[config.mk]
export PLATFORM = sky130hd
export DESIGN_NAME = pba_ctrl
export DESIGN_NICKNAME = d
export VERILOG_FILES = /design/src/pba_pkg.sv /design/src/pba_ctrl.sv
export VERILOG_INCLUDE_DIRS = /design/src /design/src/src
export SDC_FILE = /design/constraint.sdc
export NUM_CORES = 1
export LEC_CHECK = 0
export BUFFER_PORTS_ARGS = -buffer_cell sky130_fd_sc_hd__buf_4
export CORE_UTILIZATION = 40
export CTS_CLUSTER_DIAMETER = 200
export DETAILED_ROUTE_END_ITERATION = 8
export PLACE_DENSITY = 0.66
export SYNTH_ARGS = -nofsm -noshare
export SYNTH_HDL_FRONTEND = slang
export SYNTH_SLANG_ARGS = --single-unit
[constraint.sdc]
create_clock -name clock -period 2.51 [get_ports clock]
set_input_delay 0.502 -clock clock [delete_from_list [all_inputs] [get_ports clock]]
set_output_delay 0.502 -clock clock [all_outputs]
set_load 0.02 [all_outputs]
[src/page_bitmap_allocator_assert.svh]
// Assertion macros for the page bitmap allocator.
`ifndef PAGE_BITMAP_ALLOCATOR_ASSERT_SVH
`define PAGE_BITMAP_ALLOCATOR_ASSERT_SVH

// Same-cycle implication.
`define PBA_ASSERT_IMPLY(lbl, clk, rst, cond, prop) \
   lbl: assert property (@(posedge clk) disable iff (rst) (cond) |-> (prop)) \
      else $error("pba: same-cycle check failed");

// Next-cycle implication.
`define PBA_ASSERT_NEXT(lbl, clk, rst, cond, prop) \
   lbl: assert property (@(posedge clk) disable iff (rst) (cond) |=> (prop)) \
      else $error("pba: next-cycle check failed");

// Invariant.
`define PBA_ASSERT_ALWAYS(lbl, clk, rst, prop) \
   lbl: assert property (@(posedge clk) disable iff (rst) (prop)) \
      else $error("pba: invariant failed");

`endif

[src/pba_pkg.sv]
`default_nettype none

package pba_pkg;

   localparam int unsigned MAX_PAGES_DEF  = 32768;
   localparam int unsigned PAGE_BYTES_DEF = 4096;
   localparam int unsigned WORD_BITS_DEF  = 32;

   localparam int unsigned CSR_INDEX_W = 2;
   localparam int unsigned CSR_DATA_W  = 32;

   localparam logic [CSR_INDEX_W-1:0] CSR_BASE     = 2'd0;
   localparam logic [CSR_INDEX_W-1:0] CSR_COUNT    = 2'd1;
   localparam logic [CSR_INDEX_W-1:0] CSR_RESERVED = 2'd2;

   localparam logic [15:0] COUNT_RESET = 16'd32768;

   localparam logic [1:0] CMD_ALLOC = 2'd0;
   localparam logic [1:0] CMD_FREE  = 2'd1;
   localparam logic [1:0] CMD_INIT  = 2'd2;

   localparam logic [2:0] STAT_OK      = 3'd0;
   localparam logic [2:0] STAT_EMPTY   = 3'd1;
   localparam logic [2:0] STAT_LOW     = 3'd2;
   localparam logic [2:0] STAT_HIGH    = 3'd3;
   localparam logic [2:0] STAT_UNALLOC = 3'd4;

   typedef struct packed {
      logic latch_req;
      logic alloc_start;
      logic alloc_empty;
      logic free_start;
      logic mem_rd;
      logic scan_end;
      logic scan_hit;
      logic scan_next;
      logic alloc_wr;
      logic free_wr;
      logic sweep_start;
      logic sweep_step;
      logic load_rsp;
   } pba_cmd_type;

   typedef struct packed {
      logic [1:0] cmd_code;
      logic       alloc_empty;
      logic       free_bad;
      logic       scan_out;
      logic       scan_hit;
      logic       scan_second;
      logic       sweep_last;
   } pba_stat_type;

endpackage

`default_nettype wire

[src/pba_ctrl.sv]
`default_nettype none
`include "page_bitmap_allocator_assert.svh"

module pba_ctrl (
   input  wire logic                  clock,
   input  wire logic                  reset,
   input  wire logic                  req_valid,
   output logic                       req_ready,
   output logic                       rsp_valid,
   input  wire logic                  rsp_ready,
   input  wire pba_pkg::pba_stat_type stat,
   output pba_pkg::pba_cmd_type       cmd
);

   typedef enum logic [9:0] {
      S_CLEAR    = 10'b00_0000_0001,
      S_IDLE     = 10'b00_0000_0010,
      S_DISPATCH = 10'b00_0000_0100,
      S_SCAN_RD  = 10'b00_0000_1000,
      S_SCAN_CHK = 10'b00_0001_0000,
      S_ALLOC_WR = 10'b00_0010_0000,
      S_FREE_RD  = 10'b00_0100_0000,
      S_FREE_CHK = 10'b00_1000_0000,
      S_INIT     = 10'b01_0000_0000,
      S_RESP     = 10'b10_0000_0000
   } state_type;

   state_type state_ff, state_in;
   logic      rsp_valid_ff, rsp_valid_in;

   always_comb begin
      cmd          = '0;
      state_in     = state_ff;
      rsp_valid_in = rsp_valid_ff && !rsp_ready;

      unique case (state_ff)
         S_CLEAR: begin
            cmd.sweep_step = 1'b1;
            if (stat.sweep_last) begin
               state_in = S_IDLE;
            end
         end
         S_IDLE: begin
            if (req_valid) begin
               cmd.latch_req = 1'b1;
               state_in      = S_DISPATCH;
            end
         end
         S_DISPATCH: begin
            priority if (stat.cmd_code == pba_pkg::CMD_ALLOC) begin
               if (stat.alloc_empty) begin
                  cmd.alloc_empty = 1'b1;
                  state_in        = S_RESP;
               end else begin
                  cmd.alloc_start = 1'b1;
                  state_in        = S_SCAN_RD;
               end
            end else if (stat.cmd_code == pba_pkg::CMD_FREE) begin
               cmd.free_start = 1'b1;
               state_in       = stat.free_bad ? S_RESP : S_FREE_RD;
            end else if (stat.cmd_code == pba_pkg::CMD_INIT) begin
               cmd.sweep_start = 1'b1;
               state_in        = S_INIT;
            end else begin
               state_in = S_RESP;
            end
         end
         S_SCAN_RD: begin
            if (stat.scan_out) begin
               cmd.scan_end = 1'b1;
               state_in     = S_RESP;
            end else begin
               cmd.mem_rd = 1'b1;
               state_in   = S_SCAN_CHK;
            end
         end
         S_SCAN_CHK: begin
            if (stat.scan_hit) begin
               cmd.scan_hit = 1'b1;
               state_in     = stat.scan_second ? S_RESP : S_ALLOC_WR;
            end else begin
               cmd.scan_next = 1'b1;
               state_in      = S_SCAN_RD;
            end
         end
         S_ALLOC_WR: begin
            cmd.alloc_wr = 1'b1;
            state_in     = S_SCAN_RD;
         end
         S_FREE_RD: begin
            cmd.mem_rd = 1'b1;
            state_in   = S_FREE_CHK;
         end
         S_FREE_CHK: begin
            cmd.free_wr = 1'b1;
            state_in    = S_RESP;
         end
         S_INIT: begin
            cmd.sweep_step = 1'b1;
            if (stat.sweep_last) begin
               state_in = S_RESP;
            end
         end
         S_RESP: begin
            if (!rsp_valid_ff || rsp_ready) begin
               cmd.load_rsp = 1'b1;
               rsp_valid_in = 1'b1;
               state_in     = S_IDLE;
            end
         end
         default: begin
            state_in = S_CLEAR;
         end
      endcase
   end

   always_ff @(posedge clock) begin
      if (reset) begin
         state_ff     <= S_CLEAR;
         rsp_valid_ff <= 1'b0;
      end else begin
         state_ff     <= state_in;
         rsp_valid_ff <= rsp_valid_in;
      end
   end

   assign req_ready = state_ff == S_IDLE;
   assign rsp_valid = rsp_valid_ff;

   `PBA_ASSERT_NEXT(a_accept_dispatch, clock, reset, req_valid && req_ready, state_ff == S_DISPATCH)
   `PBA_ASSERT_NEXT(a_resp_load, clock, reset, (state_ff == S_RESP) && (!rsp_valid_ff || rsp_ready), rsp_valid_ff && (state_ff == S_IDLE))

endmodule

`default_nettype wire
After elaboration in Yosys (flattened, before gate mapping)
Cells that the tools add are included.

Reductions and logical operators: 7. Eq/ne operators: 16. Mux-type cells: 39.

Operators with widths (count): 2-to-1 mux 10 bit (12); one-hot mux 10 bit (10 select lines) (1); 2-to-1 mux 1 bit (22); == test 10 x 1 -> 1 bit (second input constant) (1); == test 10 bit (second input constant) (1); == test 10 x 2 -> 1 bit (second input constant) (1); == test 10 x 3 -> 1 bit (second input constant) (1); == test 10 x 4 -> 1 bit (second input constant) (1); == test 10 x 5 -> 1 bit (second input constant) (1); == test 10 x 6 -> 1 bit (second input constant) (1); == test 10 x 7 -> 1 bit (second input constant) (1); == test 10 x 8 -> 1 bit (second input constant) (1); == test 10 x 9 -> 1 bit (second input constant) (1); inequality test 2 bit (second input constant) (4); 2-to-1 mux 2 bit (2); AND reduction 4 bit (1); 2-to-1 mux 3 bit (1); == test 2 x 1 -> 1 bit (second input constant) (1); == test 2 bit (second input constant) (1); logical NOT 1 bit (2); logical NOT 2 bit (1); one-hot mux 1 bit (2 select lines) (1); OR reduction 2 bit (1); logical AND 1 bit (1); logical OR 1 bit (1).

Bits of input ports: 12. Register bits: 11. Word-level logic and storage cells: 64. Output and inout port bits: 15.

Longest topological paths before layout
Word-level depth: 5. Depth in mapped cells: 6. Gate-level depth less buffers: 5.

Worst setup path after synthesis
No wires, ideal clock.

Kind: flip-flop to output port. Start point: register state_ff[0]. End point: output port cmd[10] in the netlist's numbering. Stages on the path, launching flop included: 6. Buffers on the path: 1. Required time: 2.008 ns. Slack: 0.324 ns. Arrival time: 1.684 ns. Cells stage by stage: dfxtp_1 buf_6 nor4_4 nand4_2 or2_4 nor3b_1.

RTL lines: start: declaration (line pba_ctrl.sv:28) `state_type state_ff, state_in;`; start signal: assignment (line pba_ctrl.sv:122) `state_ff <= state_in;`; end: declaration (line pba_ctrl.sv:12) `output pba_pkg::pba_cmd_type cmd`.

==> qor.yml <==
status:
  status: "completed"
worst_hold_path:
  whs_endpoint: "state_ff[5]"
  min-delay-start: "stat[1]"
  holdPathStages: 2
  hold_class: "primary input to flop"
final_layout:
  layout_common_cells: "buf_4 (33), nor2_1 (15), dfxtp_1 (8)"
  antenna_cells: 0
  drive_gt1_frac: 0.404
  fin_nets: 149
  design_area_um2: 1150
  layout-area-overhead-vs-synth_pct: 34.7
  fin_cells: 163
  final_common_cell: "buf_4"
  utilization: 0.581
grt:
  grt_overflow: 0
  use_met3: 0.0333
  grt.busiest_layer: "met2"
  grtUsageTotal: 0.186
  grt_max_degree: 11
  first_global_vias: 662
  grt_pass1_wl_mm: 2.96
  grtUsageMet1: 0.265
  antenna_found_initial: 0
  grtUsageMet2: 0.280
sta:
  final-max-slew-violation-count: 0
  finClkSkew_ns: 0.00243
  tightest_slew_ns: 0.469
  relSlewSlack: 0.687
  setup_viol: 0
  hold_viol: 0
  post-route-period-util: 0.962
  fmax_mhz: 414
  finalWorstPathRequiredPeriod_ns: 2.41
  finalSetupTns_ns: 0
clock_network:
  cts_buffers: 3
  clk_pin_slew_ns: 0.08
  ctsHoldBuffers: 0
  clk_latency_ns: 0.27
  cts_sinks: 11
  cts_tree: "built"
  clock_path_buffers: 2
  htreeDepth: 1
  cts-root-buf: "clkbuf_4"
die:
  row_count: 16
  start_util: 0.431
  dieArea_um2: 2330
  core_area_um2: 1980
  die_w_um: 48.2
  die_h_um: 48.2
  ioPinCount: 27
place:
  dpl-instance-area_um2: 1060
  dp_hpwl_mm: 1.57
  gp_congestion: 0.839
  port-buffer-count: 26
  dp_cells: 154
worst_setup_path:
  r2r_slack_ns: 0.66
  rr_endpoint: "state_ff[7]"
  ff2ff_path_depth: 6
  cp_slowest_cell: "or4_4"
  reg2reg_from: "state_ff[0]"
  cp-end-kind: "output pin"
  crit_family: "simple AND/OR/NAND/NOR gates"
  slowest_delay_ns: 0.45
  timing.critical_path.fanout_max: 5
  worstPathCellList: "nor4_4, nand3b_4, or4_4, nor2b_2, buf_4"
  cp-start-kind: "flop"
  crit_arrival_ns: 1.91
  crit_path_start: "state_ff[2]"
  path_buf_inv: 1
  crit_type: "flop to output pin"
  required_ns: 2.01
logic_synthesis:
  syn_inst: 105
  synth_top_area_share: 0.258
  yosysSeqAreaShare: 0.258
  yosys_warnings: 0
  ys_types: 38
  synth-seq-cells: 11
  syn_area_per_cell_um2: 8.14
  syn-num-nets: 117
  synth.area.top_cells: "dfxtp_1 (26%), nor3b_1 (7.0%), nor2_1 (6.6%)"
  yosys.area.top_type: "dfxtp_1"
  synth_area_um2: 855
power_and_ir_drop:
  power.total_mw: 0.754
  leakage_nw: 0.466
  irDropWorstVdd_uv: 432
  power_density_nw_per_um2: 655
routing:
  ant_nets: 0
  drtPass1Iterations: 4
  avgRoutedWirePerCell_um: 13.5
  via_per_inst: 5.23
  drt_iter0_markers: 13
  drc: 0
  vias: 852
  wirelength_mm: 2.20
flow_run:
  maxCapViolCount: 0
area by class of cell:
cell class                      instances  area, um2
Inverter                                6       22.5
Tap cell                               27       33.8
Sequential cell                        11        226
Multi-Input combinational cell         81        583
Fill cell                             188        831
Clock buffer                            4       26.3
Timing Repair Buffer                   34        259
cell usage after synthesis, drive strengths merged:
cell	count
xnor2	3
nor2	16
nor2b	2
and2	2
nor4b	1
or4	1
nor3	7
or2	2
xor2	1
nor4	3
o31a	1
nand2b	5
a31o	1
a221o	1
dfxtp	11
nand3	2
a21oi	6
nand2	2
or3	1
nor4bb	1
mux2i	2
nand3b	2
o2111a	1
nor3b	8
inv	6
o21ai	4
nand4	3
buf	7
o22ai	3
worst max-delay path by stage:
stage	to	slack, ns	cells past startpoint
after floorplan	cmd[10]	0.32	5
after global placement	cmd[0]	0.32	5
after detailed placement	cmd[11]	0.27	6
after CTS	cmd[0]	0.01	5
after global routing	cmd[11]	-0.01	6
final	cmd[0]	0.1	5
stage by stage:
stage	worst slack (ns)	hold WS, ns
2_1_floorplan	0.324	0.534
3_3_place_gp	0.318	0.492
3_5_place_dp	0.266	0.500
4_1_cts	0.0140	0.401
5_1_grt	-0.0119	0.386
6_report	0.0965	0.398
state kept, by name (all words and copies together) (netlist names):
| name | count |
|---|---|
| state_ff | 10 |
| rsp_valid | 1 |
metal layers:
layer | part of all wire | wire length [um] | up-vias
li1 | - | - | 432
met1 | 0.48 | 1050 | 404
met2 | 0.49 | 1080 | 14
met3 | 0.028 | 61 | 2
met4 | 0.0068 | 15 | 0
met5 | 0 | 0 | -
repair_timing:
action,CTS,global route
pin swaps,1,5
resized for setup,1,9
endpoints found under the setup margin,1,3
setup buffers,1,4
cells by family after synthesis:
group	after synthesis	share of synthesized area
AOI/OAI and AO/OA	17	0.130
buffers and inverters	13	0.0834
and+or+nand+nor	58	0.464
muxes	2	0.0234
xor gates and xnor gates	4	0.0410
DFF	11	0.258
power breakdown:
part | switching, mW | total, mW | internal [mW]
sequential | 0.0332 | 0.233 | 0.200
combinational | 0.202 | 0.394 | 0.193
clock | 0.0645 | 0.126 | 0.0614
No activity file was read; power rests on OpenSTA's default activity.
